### config.mk
export PLATFORM = sky130hd
export DESIGN_NAME = lane_edge_row_scanner_unit_flat
export DESIGN_NICKNAME = d
export VERILOG_FILES = /design/src/hdl/lers_pkg.sv /design/src/hdl/lers_word_if.sv /design/src/hdl/lane_edge_row_scanner_unit.sv /design/src/flat_wrapper.sv
export VERILOG_INCLUDE_DIRS = /design/src /design/src/hdl
export SDC_FILE = /design/constraint.sdc
export NUM_CORES = 1
export LEC_CHECK = 0
export BUFFER_PORTS_ARGS = -buffer_cell sky130_fd_sc_hd__buf_2
export CORE_MARGIN = 2
export CORE_UTILIZATION = 60
export DETAILED_ROUTE_END_ITERATION = 8
export PLACE_DENSITY = 0.89
export SETUP_SLACK_MARGIN = 0.02
export SYNTH_ARGS = -nofsm -noshare
export SYNTH_HDL_FRONTEND = slang
export SYNTH_SLANG_ARGS = --single-unit
### constraint.sdc
create_clock -name clock -period 9.8 [get_ports clock]
set_input_delay 1.47 -clock clock [delete_from_list [all_inputs] [get_ports clock]]
set_output_delay 1.47 -clock clock [all_outputs]
set_load 0.1 [all_outputs]
### src/hdl/lane_edge_row_scanner_unit_macros.svh
// Assertion macros for the lane edge row scanner.
// Included by the top level; defining ASSERT_OFF removes every check.
`ifndef LANE_EDGE_ROW_SCANNER_UNIT_MACROS_SVH
`define LANE_EDGE_ROW_SCANNER_UNIT_MACROS_SVH

`ifndef ASSERT_OFF
// same-cycle implication
`define LERS_ASSERT_IMPL(label, clk, rst, ante, cons, msg) \
   label: assert property (@(posedge clk) disable iff (rst) (ante) |-> (cons)) \
      else $error(msg);
// next-cycle implication
`define LERS_ASSERT_NEXT(label, clk, rst, ante, cons, msg) \
   label: assert property (@(posedge clk) disable iff (rst) (ante) |=> (cons)) \
      else $error(msg);
`else
`define LERS_ASSERT_IMPL(label, clk, rst, ante, cons, msg)
`define LERS_ASSERT_NEXT(label, clk, rst, ante, cons, msg)
`endif

`endif

### src/hdl/lers_pkg.sv
// Types and constants of the lane edge row scanner.
// No dependencies; used by the top level and the bench.
`default_nettype none

package lers_pkg;

   typedef logic signed [9:0] win_type;

   typedef enum logic [1:0] {
      KIND_LEFT    = 2'd0,
      KIND_RIGHT   = 2'd1,
      KIND_SUMMARY = 2'd2
   } kind_type;

   typedef enum logic [2:0] {
      CSR_ROI_LEFT   = 3'd0,
      CSR_ROI_WIDTH  = 3'd1,
      CSR_PAD_WIDTH  = 3'd2,
      CSR_THRESHOLD  = 3'd3,
      CSR_MIN_POINTS = 3'd4
   } csr_index_type;

   typedef struct packed {
      logic [7:0] pixel_value;
      logic [7:0] column;
      logic [7:0] row;
      logic       row_end;
      logic       frame_start;
      logic       frame_end;
   } req_word_type;

   typedef struct packed {
      kind_type   kind;
      logic [7:0] edge_column;
      logic [7:0] edge_row;
      logic [7:0] left_total;
      logic [7:0] right_total;
      logic       enough_points;
      logic       last;
   } rsp_word_type;

   // columns at or past this limit never hit
   localparam int unsigned ColumnLimit = 256;
   localparam int unsigned ResultSlots = 3;

   localparam logic [7:0] RoiLeftReset   = 8'd0;
   localparam logic [8:0] RoiWidthReset  = 9'd256;
   localparam logic [5:0] PadWidthReset  = 6'd10;
   localparam logic [7:0] ThresholdReset = 8'd128;
   localparam logic [7:0] MinPointsReset = 8'd10;

   // windows derived from the register reset values
   localparam win_type LeftStartReset  = 10'sd118;
   localparam win_type LeftEndReset    = 10'sd10;
   localparam win_type RightStartReset = 10'sd138;
   localparam win_type RightEndReset   = 10'sd245;

endpackage

`default_nettype wire

### src/hdl/lers_word_if.sv
// Valid/ready channel carrying one word of a given payload type.
// Depends on nothing; instantiated with lers_pkg word types.
`default_nettype none

interface lers_word_if #(
   parameter type word_type = logic
);
   logic     valid;
   logic     ready;
   word_type data;

   modport source (output valid, output data, input ready);
   modport sink (input valid, input data, output ready);
endinterface

`default_nettype wire

### src/hdl/lane_edge_row_scanner_unit.sv
// Lane edge row scanner: per-pixel window search, row-end edge points, frame summary.
// Depends on lers_pkg, lers_word_if and lane_edge_row_scanner_unit_macros.svh.
//
//   channel   dir  payload                 handshake
//   req_chan  in   lers_pkg::req_word_type  valid/ready
//   rsp_chan  out  lers_pkg::rsp_word_type  valid/ready
//   csr_*     in   index 3b, data 9b        write enable, no stall
//
// A pixel word is processed in the cycle it is accepted; its results sit in a
// three-slot result bank from the next cycle on and leave one per cycle while
// rsp_chan is ready. A new word is taken while the bank holds at most one
// result being taken, so pixels stream at one per cycle while results drain;
// a word closing a row or frame with two or three results holds the input until they drain.
// Reset is synchronous: configuration, scan state and result count go to their reset values, windows follow them.
`default_nettype none
`include "lane_edge_row_scanner_unit_macros.svh"

module lane_edge_row_scanner_unit (
   input  wire logic         clock,
   input  wire logic         reset,
   lers_word_if.sink         req_chan,
   lers_word_if.source       rsp_chan,
   input  wire logic         csr_wr_en,
   input  wire logic [2:0]   csr_index,
   input  wire logic [8:0]   csr_wdata
);

   // configuration registers
   logic [7:0] roi_left_ff, roi_left_in;
   logic [8:0] roi_width_ff, roi_width_in;
   logic [5:0] pad_ff, pad_in;
   logic [7:0] thresh_ff, thresh_in;
   logic [7:0] min_ff, min_in;

   // scan state
   lers_pkg::win_type ls_ff, ls_in, le_ff, le_in, rs_ff, rs_in, re_ff, re_in;
   logic       ldone_ff, ldone_in, rdone_ff, rdone_in;
   logic       lhv_ff, lhv_in, rhv_ff, rhv_in;
   logic [7:0] lhc_ff, lhc_in, rhc_ff, rhc_in;
   logic [7:0] lc_ff, lc_in, rc_ff, rc_in;

   // result bank, slot 0 is presented
   lers_pkg::rsp_word_type res_ff [lers_pkg::ResultSlots];
   lers_pkg::rsp_word_type res_in [lers_pkg::ResultSlots];
   logic [1:0] cnt_ff, cnt_in;

   lers_pkg::req_word_type word;
   logic accept, take;

   // window arithmetic
   lers_pkg::win_type half_s, pad_s, width_s, col_s;
   lers_pkg::win_type ls0, le0, rs0, re0;
   lers_pkg::win_type b_ls, b_le, b_rs, b_re;
   logic       b_ldone, b_rdone, b_lhv, b_rhv;
   logic [7:0] b_lhc, b_rhc, b_lc, b_rc;
   logic       is_lane, close;
   logic       nlhv, nrhv;
   logic [7:0] nlhc, nrhc;
   logic       left_emit, right_emit;
   lers_pkg::win_type l_s, l_e, r_s, r_e, r_edge;
   logic       l_below, r_above;
   logic [7:0] lc1, rc1;

   // result candidates and packed slots
   lers_pkg::rsp_word_type cand [lers_pkg::ResultSlots];
   lers_pkg::rsp_word_type slot [lers_pkg::ResultSlots];
   logic [2:0] cand_v;
   logic [1:0] n_res;

   assign word   = req_chan.data;
   assign take   = rsp_chan.valid && rsp_chan.ready;
   assign req_chan.ready = (cnt_ff == 2'd0) || ((cnt_ff == 2'd1) && rsp_chan.ready);
   assign accept = req_chan.valid && req_chan.ready;

   assign rsp_chan.valid = (cnt_ff != 2'd0);
   assign rsp_chan.data  = res_ff[0];

   // ---------------------------------------------------------------- config
   always_comb begin
      roi_left_in  = roi_left_ff;
      roi_width_in = roi_width_ff;
      pad_in       = pad_ff;
      thresh_in    = thresh_ff;
      min_in       = min_ff;
      if (csr_wr_en) begin
         unique case (lers_pkg::csr_index_type'(csr_index))
            lers_pkg::CSR_ROI_LEFT:   roi_left_in  = csr_wdata[7:0];
            lers_pkg::CSR_ROI_WIDTH:  roi_width_in = csr_wdata;
            lers_pkg::CSR_PAD_WIDTH:  pad_in       = csr_wdata[5:0];
            lers_pkg::CSR_THRESHOLD:  thresh_in    = csr_wdata[7:0];
            lers_pkg::CSR_MIN_POINTS: min_in       = csr_wdata[7:0];
            default: ;
         endcase
      end
   end

   // ---------------------------------------------------------------- scan
   always_comb begin
      half_s  = lers_pkg::win_type'({2'b00, roi_width_ff[8:1]});
      pad_s   = lers_pkg::win_type'({4'b0000, pad_ff});
      width_s = lers_pkg::win_type'({1'b0, roi_width_ff});
      col_s   = lers_pkg::win_type'({2'b00, word.column});

      ls0 = half_s - pad_s;
      le0 = lers_pkg::win_type'({2'b00, roi_left_ff}) + pad_s;
      rs0 = half_s + pad_s;
      re0 = width_s - 10'sd1 - pad_s;

      // frame start restarts from the registers before the pixel is used
      if (word.frame_start) begin
         b_ls = ls0;  b_le = le0;  b_rs = rs0;  b_re = re0;
         b_ldone = 1'b0;  b_rdone = 1'b0;
         b_lhv = 1'b0;  b_rhv = 1'b0;
         b_lhc = '0;  b_rhc = '0;
         b_lc = '0;  b_rc = '0;
      end else begin
         b_ls = ls_ff;  b_le = le_ff;  b_rs = rs_ff;  b_re = re_ff;
         b_ldone = ldone_ff;  b_rdone = rdone_ff;
         b_lhv = lhv_ff;  b_rhv = rhv_ff;
         b_lhc = lhc_ff;  b_rhc = rhc_ff;
         b_lc = lc_ff;  b_rc = rc_ff;
      end

      is_lane = (word.pixel_value > thresh_ff) &&
                ({1'b0, word.column} < 9'(lers_pkg::ColumnLimit));

      // left keeps the last hit, right the first
      nlhv = b_lhv;
      nlhc = b_lhc;
      if (is_lane && !b_ldone && (col_s >= b_le) && (col_s <= b_ls)) begin
         nlhv = 1'b1;
         nlhc = word.column;
      end
      nrhv = b_rhv;
      nrhc = b_rhc;
      if (is_lane && !b_rdone && !b_rhv && (col_s >= b_rs) && (col_s <= b_re)) begin
         nrhv = 1'b1;
         nrhc = word.column;
      end

      close      = word.row_end || word.frame_end;
      left_emit  = close && nlhv;
      right_emit = close && nrhv;

      // re-centre around the hit, clamped to the centre limit and edges
      l_s     = lers_pkg::win_type'({2'b00, nlhc}) + pad_s;
      l_e     = lers_pkg::win_type'({2'b00, nlhc}) - pad_s;
      l_below = (l_s < ls0);
      r_s     = lers_pkg::win_type'({2'b00, nrhc}) - pad_s;
      r_e     = lers_pkg::win_type'({2'b00, nrhc}) + pad_s;
      r_edge  = width_s - 10'sd1;
      r_above = (r_s > rs0);

      lc1 = b_lc + 8'((left_emit && (b_lc != 8'hFF)) ? 1 : 0);
      rc1 = b_rc + 8'((right_emit && (b_rc != 8'hFF)) ? 1 : 0);

      ls_in = b_ls;  le_in = b_le;  ldone_in = b_ldone;
      rs_in = b_rs;  re_in = b_re;  rdone_in = b_rdone;
      if (left_emit) begin
         ls_in    = l_below ? l_s : ls0;
         le_in    = (l_e > 10'sd0) ? l_e : 10'sd0;
         ldone_in = b_ldone || !l_below;
      end
      if (right_emit) begin
         rs_in    = r_above ? r_s : rs0;
         re_in    = (r_e < r_edge) ? r_e : r_edge;
         rdone_in = b_rdone || !r_above;
      end
      lhv_in = close ? 1'b0 : nlhv;
      lhc_in = close ? 8'd0 : nlhc;
      rhv_in = close ? 1'b0 : nrhv;
      rhc_in = close ? 8'd0 : nrhc;
      lc_in  = lc1;
      rc_in  = rc1;
   end

   // ---------------------------------------------------------------- results
   always_comb begin
      logic [1:0] idx;
      idx = 2'd0;

      cand[0].kind          = lers_pkg::KIND_LEFT;
      cand[0].edge_column   = nlhc;
      cand[0].edge_row      = word.row;
      cand[0].left_total    = lc1;
      cand[0].right_total   = b_rc;
      cand[0].enough_points = (lc1 >= min_ff) || (b_rc >= min_ff);
      cand[0].last          = 1'b0;

      cand[1].kind          = lers_pkg::KIND_RIGHT;
      cand[1].edge_column   = nrhc;
      cand[1].edge_row      = word.row;
      cand[1].left_total    = lc1;
      cand[1].right_total   = rc1;
      cand[1].enough_points = (lc1 >= min_ff) || (rc1 >= min_ff);
      cand[1].last          = 1'b0;

      cand[2].kind          = lers_pkg::KIND_SUMMARY;
      cand[2].edge_column   = '0;
      cand[2].edge_row      = '0;
      cand[2].left_total    = lc1;
      cand[2].right_total   = rc1;
      cand[2].enough_points = (lc1 >= min_ff) || (rc1 >= min_ff);
      cand[2].last          = 1'b0;

      cand_v = {word.frame_end, right_emit, left_emit};

      for (int i = 0; i < lers_pkg::ResultSlots; i++) begin
         slot[i] = cand[i];
      end
      for (int i = 0; i < lers_pkg::ResultSlots; i++) begin
         if (cand_v[i]) begin
            slot[idx] = cand[i];
            idx       = idx + 2'd1;
         end
      end
      n_res = idx;
      if (n_res != 2'd0) begin
         slot[n_res - 2'd1].last = 1'b1;
      end
   end

   always_comb begin
      res_in = res_ff;
      cnt_in = cnt_ff;
      if (accept) begin
         res_in = slot;
         cnt_in = n_res;
      end else if (take) begin
         res_in[0] = res_ff[1];
         res_in[1] = res_ff[2];
         cnt_in    = cnt_ff - 2'd1;
      end
   end

   // ---------------------------------------------------------------- registers
   always_ff @(posedge clock) begin
      if (reset) begin
         roi_left_ff  <= lers_pkg::RoiLeftReset;
         roi_width_ff <= lers_pkg::RoiWidthReset;
         pad_ff       <= lers_pkg::PadWidthReset;
         thresh_ff    <= lers_pkg::ThresholdReset;
         min_ff       <= lers_pkg::MinPointsReset;
      end else begin
         roi_left_ff  <= roi_left_in;
         roi_width_ff <= roi_width_in;
         pad_ff       <= pad_in;
         thresh_ff    <= thresh_in;
         min_ff       <= min_in;
      end
   end

   always_ff @(posedge clock) begin
      if (reset) begin
         ls_ff    <= lers_pkg::LeftStartReset;
         le_ff    <= lers_pkg::LeftEndReset;
         rs_ff    <= lers_pkg::RightStartReset;
         re_ff    <= lers_pkg::RightEndReset;
         ldone_ff <= 1'b0;
         rdone_ff <= 1'b0;
         lhv_ff   <= 1'b0;
         rhv_ff   <= 1'b0;
         lhc_ff   <= '0;
         rhc_ff   <= '0;
         lc_ff    <= '0;
         rc_ff    <= '0;
      end else if (accept) begin
         ls_ff    <= ls_in;
         le_ff    <= le_in;
         rs_ff    <= rs_in;
         re_ff    <= re_in;
         ldone_ff <= ldone_in;
         rdone_ff <= rdone_in;
         lhv_ff   <= lhv_in;
         rhv_ff   <= rhv_in;
         lhc_ff   <= lhc_in;
         rhc_ff   <= rhc_in;
         lc_ff    <= lc_in;
         rc_ff    <= rc_in;
      end
   end

   always_ff @(posedge clock) begin
      if (reset) begin
         cnt_ff <= 2'd0;
      end else begin
         cnt_ff <= cnt_in;
      end
   end

   always_ff @(posedge clock) begin
      res_ff <= res_in;
   end

   // ---------------------------------------------------------------- checks
   `LERS_ASSERT_IMPL(a_single_left_is_last, clock, reset, cnt_ff == 2'd1, res_ff[0].last, "lone result word not marked last")
   `LERS_ASSERT_IMPL(a_summary_fields, clock, reset, rsp_chan.valid && (res_ff[0].kind == lers_pkg::KIND_SUMMARY), (res_ff[0].edge_column == 8'd0) && (res_ff[0].edge_row == 8'd0) && res_ff[0].last, "summary word malformed")
   `LERS_ASSERT_NEXT(a_left_done_sticks, clock, reset, ldone_ff && !(accept && word.frame_start), ldone_ff, "left side resumed within a frame")
   `LERS_ASSERT_NEXT(a_right_done_sticks, clock, reset, rdone_ff && !(accept && word.frame_start), rdone_ff, "right side resumed within a frame")

endmodule

`default_nettype wire

### src/flat_wrapper.sv
// flat-port wrapper written by rule: the top's interface ports become plain ports
module lane_edge_row_scanner_unit_flat 
  (clock, reset, csr_wr_en, csr_index, csr_wdata, req_chan_valid, req_chan_data, req_chan_ready, rsp_chan_valid, rsp_chan_data, rsp_chan_ready);
  lers_word_if #(.word_type(lers_pkg::req_word_type)) req_chan_i ();
  lers_word_if #(.word_type(lers_pkg::rsp_word_type)) rsp_chan_i ();
  input  wire logic clock;
  input  wire logic reset;
  input  wire logic csr_wr_en;
  input  wire logic [2:0] csr_index;
  input  wire logic [8:0] csr_wdata;
  input wire logic [$bits(req_chan_i.valid)-1:0] req_chan_valid;
  input wire logic [$bits(req_chan_i.data)-1:0] req_chan_data;
  output wire logic [$bits(req_chan_i.ready)-1:0] req_chan_ready;
  output wire logic [$bits(rsp_chan_i.valid)-1:0] rsp_chan_valid;
  output wire logic [$bits(rsp_chan_i.data)-1:0] rsp_chan_data;
  input wire logic [$bits(rsp_chan_i.ready)-1:0] rsp_chan_ready;
  assign req_chan_i.valid = req_chan_valid;
  assign req_chan_i.data = req_chan_data;
  assign req_chan_ready = req_chan_i.ready;
  assign rsp_chan_valid = rsp_chan_i.valid;
  assign rsp_chan_data = rsp_chan_i.data;
  assign rsp_chan_i.ready = rsp_chan_ready;
  lane_edge_row_scanner_unit u_core (.clock(clock), .reset(reset), .req_chan(req_chan_i), .rsp_chan(rsp_chan_i), .csr_wr_en(csr_wr_en), .csr_index(csr_index), .csr_wdata(csr_wdata));
endmodule
Word level (Yosys, flattened, before mapping)
Index checks and enable logic that the tools add are counted.
Operators by class
  bitwise logic cells: 3
  reductions and logical operators: 38
  $add $sub $neg: 15
  $lt $le $gt $ge: 18
  mux-type cells: 51
  equality and inequality tests: 7
Operators with widths (count)
  $bwmux 108: 3
  $mux 108: 3
  $demux 36 s2: 3
  $mux 72: 2
  $mux 10: 12
  $mux 36: 2
  $mux 8: 8
  $add 8x6->9: 4
  $sub 8x6->9: 3
  $ge 8x8->1: 3
  $ge 9x10->1: 2
  $le 9x10->1: 2
  $lt 10x10->1: 2
  $logic_and 1x1->1: 17
  $add 8x8->8: 2
  $ne 8x8->1 const B: 2
  $mux 1: 14
  $gt 10x1->1 const B: 1
  $gt 10x10->1: 1
  $reduce_and 2->1: 5
  $sub 10x7->10: 1
  $sub 9x1->10 const B: 1
  $ge 3x3->1 const B: 3
  $lt 3x1->1 const B: 3
  16 further kinds: 33
Storage, ports and cells
  register bits after elaboration: 225

Longest topological paths before layout
  depth in word-level cells: 21
  gate-level depth with buffers: 41
  depth with buffers taken out: 39

Worst setup path before layout
Ideal clock, no wire load.
  path kind: input to register
  start: input port req_chan_data[1]
  end: register u_core.ls_ff[1]
  data arrival time: 8.669 ns
  path buffers: 9
  setup time: 0.141 ns
  stages: 35
  setup slack: 0.990 ns
  cells stage by stage: clkbuf_1 > clkbuf_1 > clkbuf_1 > buf_1 > clkbuf_1 > buf_1 > a21oi_1 > ha_1 > or4_1 > a221oi_1 > nor3_1 > o211ai_1 > clkbuf_1 > nand3_1 > o21ai_0 > ha_1 > inv_1 > fa_1 > inv_1 > ha_1 > o21a_1 > o21a_1 > o21a_1 > o21a_1 > o21ai_0 > nand2b_1 > a21oi_1 > nor2b_1 > o31ai_1 > ha_1 > clkbuf_1 > clkbuf_1 > a21oi_1 > o21ai_0 > o211ai_1
On the way
  word-level cells in the longest chain between the ends: 10
  elaborated cells on any way between the ends: 18
  those cells by class: add/sub: 1; order compare: 3; mux: 9; reduce/logical: 5
RTL lines
  start: declaration: RTL line flat_wrapper.sv:12  | input wire logic [$bits(req_chan_i.data)-1:0] req_chan_data;
  branches (longest 9 deep; another with $ge 9x10->1)
  $mux 10 (*): RTL line lane_edge_row_scanner_unit.sv:159  | if (left_emit) begin
  end signal: assignment: RTL line lane_edge_row_scanner_unit.sv:255  | ls_ff <= lers_pkg::LeftStartReset;
  end signal: assignment: RTL line lane_edge_row_scanner_unit.sv:268  | ls_ff <= ls_in;
  end: declaration: RTL line lane_edge_row_scanner_unit.sv:36  | lers_pkg::win_type ls_ff, ls_in, le_ff, le_in, rs_ff, rs_in, re_ff, re_in;
Mark *: on every way between the ends.
A chain may end at the register's enable or synchronous reset.

Worst setup path in the final report
  start: register u_core.pad_ff[1]
  end: register u_core.ls_ff[2]
On the way
  word-level cells in the longest chain between the ends: 10
  elaborated cells on any way between the ends: 15
  those cells by class: add/sub: 3; order compare: 3; mux: 6; reduce/logical: 3
RTL lines
  start: declaration: RTL line lane_edge_row_scanner_unit.sv:31  | logic [5:0] pad_ff, pad_in;
  start signal: assignment: RTL line lane_edge_row_scanner_unit.sv:241  | pad_ff <= lers_pkg::PadWidthReset;
  start signal: assignment: RTL line lane_edge_row_scanner_unit.sv:247  | pad_ff <= pad_in;
  $add 8x6->9: RTL line lane_edge_row_scanner_unit.sv:105  | le0 = lers_pkg::win_type'({2'b00, roi_left_ff}) + pad_s;
  $mux 10: RTL line lane_edge_row_scanner_unit.sv:110  | if (word.frame_start) begin
  $ge 9x10->1: RTL line lane_edge_row_scanner_unit.sv:130  | if (is_lane && !b_ldone && (col_s >= b_le) && (col_s <= b_ls)) begin
  $logic_and 1x1->1 (2 in a row): RTL line lane_edge_row_scanner_unit.sv:130
  $mux 8: RTL line lane_edge_row_scanner_unit.sv:130
  $add 8x6->9: RTL line lane_edge_row_scanner_unit.sv:146  | l_s = lers_pkg::win_type'({2'b00, nlhc}) + pad_s;
  $lt 10x10->1: RTL line lane_edge_row_scanner_unit.sv:148  | l_below = (l_s < ls0);
  $mux 10: RTL line lane_edge_row_scanner_unit.sv:160  | ls_in = l_below ? l_s : ls0;
  $mux 10 (*): RTL line lane_edge_row_scanner_unit.sv:159
Every way passes the cells marked *; elsewhere a longest branch is shown, timed or not.

==> run summary <==
DP HPWL = 28700 um
Synth area leader = edfxtp_1
GR Overflow Total = 0
Post-synth cell types = 87
First-pass GRT wire length = 64000 um
Number of setup buffers added after CTS = 0
Core area = 23600 sq um
Die Y-Extent = 160 um
Initial antenna violation count = 2
Critical path fanouts, max = 18
Status = finished clean
Area occupied by multi-input gates = 8510 sq um
Area grow syn2layout = 7.85%
Starting density of the core = 61.5%
Sink Count = 207
Worst EP arrival = 9390 ps
Met3 usage in global routing = 6.54%
GRT met1 Usage = 41.2%
# hold bufs at CTS = 0
Final Max Slew Viols = 0
Area contributors post-synth = edfxtp_1 19%, dfxtp_1 16%, ha_1 13%
Largest buffer count on any clock path = 3
Antenna diode count = 0
Most frequent CP cell = o21ai_0
Synthesized Nets = 1871
Filler cells = 1911
Most common cell in the netlist = nand2_1
Placed cells = 1978
GP Congestion = 1.00
Final worst path period need = 8990 ps
Mapped cell area = 14500 sq um
Vias in the first global route = 12100
Final hold violation count = 0
Chip width = 160 um
Element type at the critical path start = register
Max Cap Violations = 0
Top cell type's share of synthesized area = 18.6%
Hold Crit Class = reg -> reg
Fin nets = 1884
Met2 global-route usage = 48.2%
CP Capture Type = register
DRT iter0 DRCs = 1418
Asr flop ratio synth = 0%
Synth Warn # = 0
Total negative slack = 0 ps
Worst Hold Slack = 458 ps
Setup Skew = 10.5 ps
CP Class = reg -> reg
Ratio of final minimum period to clock period = 91.7%
Avg Inst Size Synth = 8.69 sq um
TritonCTS Buffers = 23
Number of flops mapped to enable cells by yosys = 90
Residual DRC = 0
Pre-antenna DRT Iters = 7
Critical Path Max Stage Delay = 670 ps
Worst-margin pin slew = 1060 ps
Via count = 12700
Post-route ant nets = 0
Headroom to the max-slew limit = 29.3%
Ys flop type = dfxtp_1
Sequential area share after synthesis = 34.8%
# port buffers = 81
Unrepaired setup endpoints after global routing = no
Lkg Pwr = 6.83 nW
Final Setup Violations = 0
CTS tree = yes
Largest net degree at the start of global routing = 76
Synth Instances = 1671
Layout Cells excl Fill = 2019
Wire per inst = 20.0 um
Die area = 25500 sq um
Gr usage total = 31.1%
Worst vdd ir = 0.163 mV
Power Dens Cells = 206 nW/um^2
Post-synth top cells = 192 x nand2_1, 148 x ha_1, 148 x nor2_1
CTS H-tree lvls = 1
FF/Latch Area = 5040 sq um
Critical-path top delay cell = dfxtp_1
Max Clk Rate = 111 MHz
Root Buffer Master = clkbuf_16
Drt total wl = 40400 um
Critical Path RT = 10210 ps
Yosys reg bits = 207
Worst-Skew Late Latency = 540 ps
Share of cells above drive strength 1 = 10.3%
Io pins = 82
PostCTS Resize Cnt = 0
Via density = 6.30
Row count = 56
Busiest grt layer = met2
Clk slew on worst S/H paths = 70 ps
==> critical path, delay by kind of cell, from the launching register on <==
family                     cells  cell delay [ps]
AOI/OAI and AO/OA             20             4140
xor gates and xnor gates       1              300
adders and majority gates      6             2190
buffers and inverters          4              800
DFF                            1              670
and+or+nand+nor                4              750
==> sequential cells by signal (all words and copies together), names as in the netlist, 9 cells and up <==
signal,count
u_core.rsp_chan.data,36
u_core.re_ff,10
u_core.ls_ff,10
u_core.res_ff,54
u_core.roi_width_ff,9
u_core.rs_ff,10
u_core.le_ff,10
==> stage by stage <==
step	util (%)	setup slack, ps	total power, W	cell area (sq um)
3_3_place_gp	63.1	1430	0.00231	14900
5_1_grt	66.3	52.0	0.00336	15700
6_report	66.3	815	0.00323	15700
2_1_floorplan	-	990	0.00215	14500
3_5_place_dp	63.1	1100	0.00234	14900
4_1_cts	66.3	1020	0.00322	15700
==> cell type report <==
class | instances | share of cell area [%]
Multi-Input combinational cell | 1246 | 54.3
Sequential cell | 207 | 32.2
Clock buffer | 29 | 4.02
Timing Repair Buffer | 99 | 3.47
Inverter | 107 | 2.57
Tap cell | 319 | 2.55
Clock inverter | 12 | 0.831
==> per-layer routing <==
layer,vias to the layer above,routed length (um)
met5,-,36
met4,2,1980
met3,130,3960
met2,687,17600
met1,5932,16800
li1,5961,-
==> cells by family (layout without fill, tap and decap cells) <==
kind of cell	Yosys count	in the layout	share of synthesized area, %
simple gates	571	571	18.8
compound gates	405	405	18.3
buf+inv	218	247	6.69
flops	207	207	34.8
fa+ha+maj	156	156	13.9
mux	62	62	4.40
xor+xnor	52	52	3.19
==> worst paths after layout <==
| kind | start | to | slack, ps | cells past startpoint |
|---|---|---|---|---|
| min | u_core.re_ff[1] | u_core.re_ff[1] | 460 | 2 |
| min reg2reg | u_core.re_ff[1] | u_core.re_ff[1] | 460 | 2 |
| max reg2reg | u_core.pad_ff[1] | u_core.ls_ff[2] | 810 | 35 |
| max | u_core.pad_ff[1] | u_core.ls_ff[2] | 810 | 35 |
==> cells in the final DEF (no fill, tap or decap), types with 17 or more instances in the layout <==
cell | Yosys | routed
a21o_1 | 33 | 33
a21oi_1 | 124 | 124
a22oi_1 | 17 | 17
and2_1 | 22 | 22
buf_2 | 5 | 80
buf_4 | 37 | 19
clkbuf_16 | 0 | 24
dfxtp_1 | 117 | 117
edfxtp_1 | 90 | 90
ha_1 | 148 | 148
inv_1 | 105 | 104
mux2i_1 | 51 | 51
nand2_1 | 192 | 191
nand3_1 | 40 | 40
nand4_1 | 18 | 18
nor2_1 | 148 | 148
nor2b_1 | 36 | 36
nor3_1 | 36 | 36
o211ai_1 | 20 | 20
o21ai_0 | 79 | 79
xnor2_1 | 34 | 34
xor2_1 | 17 | 17
==> where the power goes <==
group | internal [W] | switching, W
logic | 0.000307 | 0.000899
registers | 0.00109 | 0.0000517
clock network | 0.000511 | 0.000376
Power figures use the tool's default switching activity.
